==> config.mk <==
export PLATFORM = sky130hd
export DESIGN_NAME = siit_cell
export DESIGN_NICKNAME = d
export VERILOG_FILES = /design/src/rtl/siit_pkg.sv /design/src/rtl/siit_cell.sv
export SDC_FILE = /design/constraint.sdc
export NUM_CORES = 1
export LEC_CHECK = 0
export BUFFER_PORTS_ARGS = -buffer_cell sky130_fd_sc_hd__buf_2
export CORE_MARGIN = 5
export CORE_UTILIZATION = 43
export DETAILED_ROUTE_END_ITERATION = 6
export PLACE_DENSITY = 0.83
export SLEW_MARGIN = 15
export SYNTH_ARGS = -nofsm -noshare
export SYNTH_HDL_FRONTEND = slang
export SYNTH_SLANG_ARGS = --single-unit
==> constraint.sdc <==
create_clock -name clk -period 5.9 [get_ports clk]
set_input_delay 0.295 -clock clk [delete_from_list [all_inputs] [get_ports clk]]
set_output_delay 0.295 -clock clk [all_outputs]
set_load 0.03 [all_outputs]
==> src/rtl/siit_pkg.sv <==
package siit_pkg;

    // Fixed field widths of the request and response items.
    localparam int unsigned ACTION_W = 2;
    localparam int unsigned IO_BOUND_W = 32;
    localparam int unsigned REGION_W = 2;
    localparam int unsigned INDEX_W = 6;
    localparam int unsigned COUNT_W = 7;
    localparam int unsigned STATUS_W = 2;

    // Request action codes.
    typedef enum logic [ACTION_W-1:0] {
        ACT_CLEAR  = 2'd0,
        ACT_INSERT = 2'd1,
        ACT_READ   = 2'd2
    } action_t;

    // Response status codes.
    typedef enum logic [STATUS_W-1:0] {
        STAT_OK    = 2'd0,
        STAT_FULL  = 2'd1,
        STAT_RANGE = 2'd2
    } status_t;

    // One request item.
    typedef struct packed {
        logic [ACTION_W-1:0]          action;
        logic signed [IO_BOUND_W-1:0] band_low;
        logic signed [IO_BOUND_W-1:0] band_high;
        logic [REGION_W-1:0]          band_region;
        logic [INDEX_W-1:0]           read_index;
    } req_t;

    // One response item.
    typedef struct packed {
        logic signed [IO_BOUND_W-1:0] entry_low;
        logic signed [IO_BOUND_W-1:0] entry_high;
        logic [REGION_W-1:0]          entry_region;
        logic [COUNT_W-1:0]           entry_count;
        logic [STATUS_W-1:0]          status;
    } rsp_t;

    // Per-cell control from the table controller.
    typedef struct packed {
        logic ins_en;   // an insert is applied this cycle
        logic in_use;   // this cell holds a band
        logic at_end;   // this cell is the first free slot
        logic left_gt;  // left neighbor holds a band greater than the new one
    } cell_ctl_t;

endpackage

==> src/rtl/siit_cell.sv <==
module siit_cell
    import siit_pkg::*;
#(
    parameter int unsigned BOUND_BITS = 32
) (
    input  logic                         clk,
    input  cell_ctl_t                    ctl,
    input  logic signed [BOUND_BITS-1:0] new_low,
    input  logic signed [BOUND_BITS-1:0] new_high,
    input  logic [REGION_W-1:0]          new_region,
    input  logic signed [BOUND_BITS-1:0] left_low,
    input  logic signed [BOUND_BITS-1:0] left_high,
    input  logic [REGION_W-1:0]          left_region,
    output logic                         gt,
    output logic signed [BOUND_BITS-1:0] low,
    output logic signed [BOUND_BITS-1:0] high,
    output logic [REGION_W-1:0]          region
);

    logic signed [BOUND_BITS-1:0] low_reg;
    logic signed [BOUND_BITS-1:0] high_reg;
    logic [REGION_W-1:0]          region_reg;
    logic                         place;

    // The held band is greater than the new one: lower bound first, then upper.
    assign gt = ctl.in_use &&
                ((new_low < low_reg) || ((new_low == low_reg) && (new_high < high_reg)));

    // The new band lands in the first greater cell, or in the first free cell.
    assign place = (gt || ctl.at_end) && !ctl.left_gt;

    // Shift from the left neighbor or take the new band on an insert.
    always_ff @(posedge clk)
    begin
        if (ctl.ins_en)
        begin
            if (ctl.left_gt)
            begin
                low_reg    <= left_low;
                high_reg   <= left_high;
                region_reg <= left_region;
            end
            else if (place)
            begin
                low_reg    <= new_low;
                high_reg   <= new_high;
                region_reg <= new_region;
            end
        end
    end

    assign low    = low_reg;
    assign high   = high_reg;
    assign region = region_reg;

endmodule

Word level (Yosys, flattened, before mapping):

Cells that the tools add are included.
Widths: inputs -> output; s select.

* add/subtract/negate cells: 0
* multipliers: 0
* divide/modulo/power cells: 0
* $lt $le $gt $ge: 2
* eq/ne operators: 1
* shifts and indexed selects: 0
* muxes and demuxes: 6
* bitwise logic cells: 0
* reductions and logical operators: 8

Operators by type and width (count)
* $mux 32: 4
* $lt 32x32->1: 2
* $eq 32x32->1: 1
* $mux 2: 2
* $logic_and 1x1->1: 3
* $logic_or 1x1->1: 2
* $reduce_and 2->1: 1
* $reduce_bool 2->1: 1
* $logic_not 1->1: 1

* register bits after elaboration: 66
* bits in latches: 0
* RAM bits: 0
* memory bits (read-only): 0
* input port bits: 137
* output and inout port bits: 67
* logic and storage cells: 20
* memories kept: 0

Logic depth before layout (Yosys ltp):

* depth in word-level cells: 8
* mapped depth: 8
* gate-level depth less buffers: 8

Least setup slack after synthesis:

Ideal clock, no wire load.

* path kind: register to register
* start point: register high_reg[27], in the netlist high[27]
* end point: register high_reg[0], in the netlist high[0] (enable)
* library setup time: 530 ps
* data arrival time: 5391 ps
* required time: 5370 ps
* path slack: -21 ps
* cell stages (with the launch flop): 9
* path buffers: 0
* clock period less this slack: 5921 ps
* path through: edfxtp_1 inv_1 ha_1 nand4_1 and4bb_1 and2_1 a22oi_1 a211o_1 a31oi_1

* word-level cells in the longest chain between the ends: 8

RTL lines
* start, declared: line siit_cell.sv:21 `logic signed [BOUND_BITS-1:0] high_reg;`
* start signal, assigned: line siit_cell.sv:40 `high_reg <= left_high;`
* start signal, assigned: line siit_cell.sv:46 `high_reg <= new_high;`
* $lt 32x32->1: line siit_cell.sv:27 `((new_low < low_reg) || ((new_low == low_reg) && (new_high < high_reg)));`
* $logic_and 1x1->1: line siit_cell.sv:27
* $logic_or 1x1->1: line siit_cell.sv:27
* $logic_and 1x1->1: line siit_cell.sv:26 `assign gt = ctl.in_use &&`
* $logic_or 1x1->1: line siit_cell.sv:30 `assign place = (gt || ctl.at_end) && !ctl.left_gt;`
* $logic_and 1x1->1: line siit_cell.sv:30
* $reduce_bool 2->1 (no source line)
* $reduce_and 2->1 (no source line)

No other way between the ends.
A chain may end at the register's enable or synchronous reset.

Final worst setup path:

* start point: register high_reg[17], in the netlist high[17]
* end point: register high_reg[1], in the netlist high[1] (enable)

The elaborated chain is that of the path after synthesis.

==> impl_metrics.yaml <==
run_status:
  status: "finished, final reports clean"
run:
  maxCapViolCount: 0
final_layout:
  drive_gt1_frac: 0.507
  fillers: 903
  fin_util: 0.572
  area_growth_pct: 30.9
  fin_cells: 722
  multi_input_area_sq_um: 2220
  final_nets: 781
  final-seq-area_sq_um: 1980
  antennaDiodeCount: 0
clocking:
  cts_resized: 0
  clk_latency_ps: 350
  postCtsHoldBufs: 0
  cts_buffer_depth: 2
  cts.sinks: 66
  cts_root_buffer: "clkbuf_8"
  cts_tree: "built"
  cts.reportedPaths.clkPinSlew_ps: 80
  cts_buffers: 9
  post_cts_buffers: 0
  cts_max_level: 3
pwr:
  switchingPower_mw: 0.409
  switching_share: 0.312
  p_int_mw: 0.904
  p_per_area_nw_per_um2: 224
  power.share.clock: 0.290
  vdd_drop_max_mv: 0.116
  p_comb_frac: 0.268
  seq_power_share: 0.442
  p_leak_nw: 2.87
logic_synthesis:
  synth_area_sq_um: 4470
  yosysMostFrequentCell: "inv_1"
  synthTopCellsByArea: "edfxtp_1 44%, ha_1 18%, mux2_2 16%, inv_1 5.6%, a21oi_1 2.1%"
  synth_top_family_by_area: "adder cells"
  synth_cell_types: 39
  synth_top_cell_area_share: 0.443
  muxShareOfSynthArea: 0.164
  ys_seq_area_frac: 0.443
  synth_warnings: 0
  synth_simple_gate_area_frac: 0.0602
  synthAdderAreaFrac: 0.176
  synthCells: 372
  yosys-top-cells-count: "67 x inv_1, 66 x edfxtp_1, 65 x mux2_2"
  synth_area_leader_cell: "edfxtp_1"
  synthesis.nets: 572
  synth_xor_area_frac: 0
  synth_edf_count: 66
  ys.flop_type: "edfxtp_1"
  avgSynthCellArea_sq_um: 12.0
  ys_seq_elements: 66
  synth-compound-area-share: 0.0926
  ys_async_sr_fraction: 0
sta:
  fin_crit_ps: 3260
  tightest_slew_ps: 866
  setup_tns_ps: 0
  rsz0062_at_grt: "false"
  finalHoldViolations: 0
  setup_viol: 0
  max_slew_margin: 0.423
  fin_crit_sh: 0.553
  finalMaxSlewViolations: 0
  whs_ps: 243
  finClkSkew_ps: 11.1
  setup_slack_ps: 2640
  fmax_mhz: 307
floorplan:
  rows: 37
  start_util: 0.437
  die_y_microns: 112
  die_area_sq_um: 12500
  num_io_pins: 204
  core_sq_um: 10200
  dieWidth_microns: 112
min_path:
  worstHoldStart: "left_high[8]"
  hold_class: "primary input to flop"
worst_setup_path:
  crit_path_max_incr_delay_ps: 540
  slowest_stage: "a31oi_4"
  arrival_ps: 3250
  critPathRequiredTime_ps: 5890
  r2r_start: "high[17]"
  crit_family: "compound AO/OA/AOI/OAI gates"
  setup.worst_path.start: "high[17]"
  critPathCaptureType: "flop"
  path_cells: "inv_1 -> ha_1 -> a21oi_1 -> o21ai_0 -> a221o_1 -> a211oi_2 -> nand3_1 -> a31oi_4 -> buf_4"
  worst-path-max-fanout: 32
  path_class: "flop to flop"
  start_kind: "flop"
  crit_buf_inv: 2
global_route:
  grt_pass1_wl_microns: 18200
  grt.total_usage: 0.180
  antenna_found_initial: 3
  grt_max_degree: 69
  grt_overflow: 0
  first_global_vias: 3977
detailed_routing:
  routedWlPerCell_microns: 15.9
  drtIter0Drc: 133
  drc_errors: 0
  vias: 3609
  ant_nets: 0
  dr.pass1.iters: 4
  wl_microns: 11500
  avgViaCountPerCell: 5.00
placed_design:
  dp_cells: 706
  dp_hpwl_microns: 9420
  pre_cts_ws_ps: 2570
  gp_congestion: 0.834
  port_buffers: 203
==> worst paths after layout <==
kind                                 to  slack, ps  cells after the start
worst max-delay path            high[1]       2640                      9
worst min-delay path            high[8]        240                      2
worst max register to register  high[1]       2640                      9
worst min register to register   low[5]       1270                      4
==> cell type report <==
type | instances | share of cell area
Multi-Input combinational cell | 231 | 0.379
Sequential cell | 66 | 0.339
Timing Repair Buffer | 206 | 0.177
Inverter | 67 | 0.0430
Tap cell | 136 | 0.0291
Clock buffer | 9 | 0.0212
Clock inverter | 7 | 0.0120
==> power groups by stage <==
stage               clock [mW]  sequential (mW)  combinational, mW
floorplan                    0            0.661              0.157
global placement             0            0.589              0.342
detailed placement           0            0.592              0.355
CTS                      0.390            0.581              0.357
global route             0.419            0.585              0.387
finish                   0.381            0.581              0.351
==> per-stage QoR <==
stage                     total power [mW]  cell area [sq um]
after detailed placement             0.946               5660
after floorplan                      0.818               4480
after global routing                  1.39               5850
after global placement               0.931               5660
final                                 1.31               5850
after CTS                             1.33               5850
==> placed cells by master, fill, tap and decap left out, types with 2 or more instances in the layout <==
master	count
o21ai_0	5
a211oi_2	2
edfxtp_1	66
buf_4	3
clkinv_2	3
nor3_1	3
nand4_1	9
ha_1	63
a21o_1	7
o21a_1	4
clkbuf_8	9
inv_1	67
a22oi_1	2
nand3_1	8
nand2_1	12
and4_1	3
a21oi_1	19
clkinv_4	2
nor2_1	5
mux2_2	65
a2bb2oi_1	2
buf_2	203
a211oi_1	2
and2_1	2
==> cell families after synthesis <==
| logic type | count (synthesis) |
|---|---|
| and+or+nand+nor | 48 |
| DFF | 66 |
| muxes | 65 |
| AOI/OAI and AO/OA | 55 |
| adders and majority gates | 63 |
| buffers and inverters | 75 |
==> per-layer routing <==
metal  wire (microns)  global-route usage
met1             4390               0.191
met2             5820               0.326
met3             1020              0.0658
met4              223              0.0689
met5               40                   0
(Power assumes the default switching activity.)
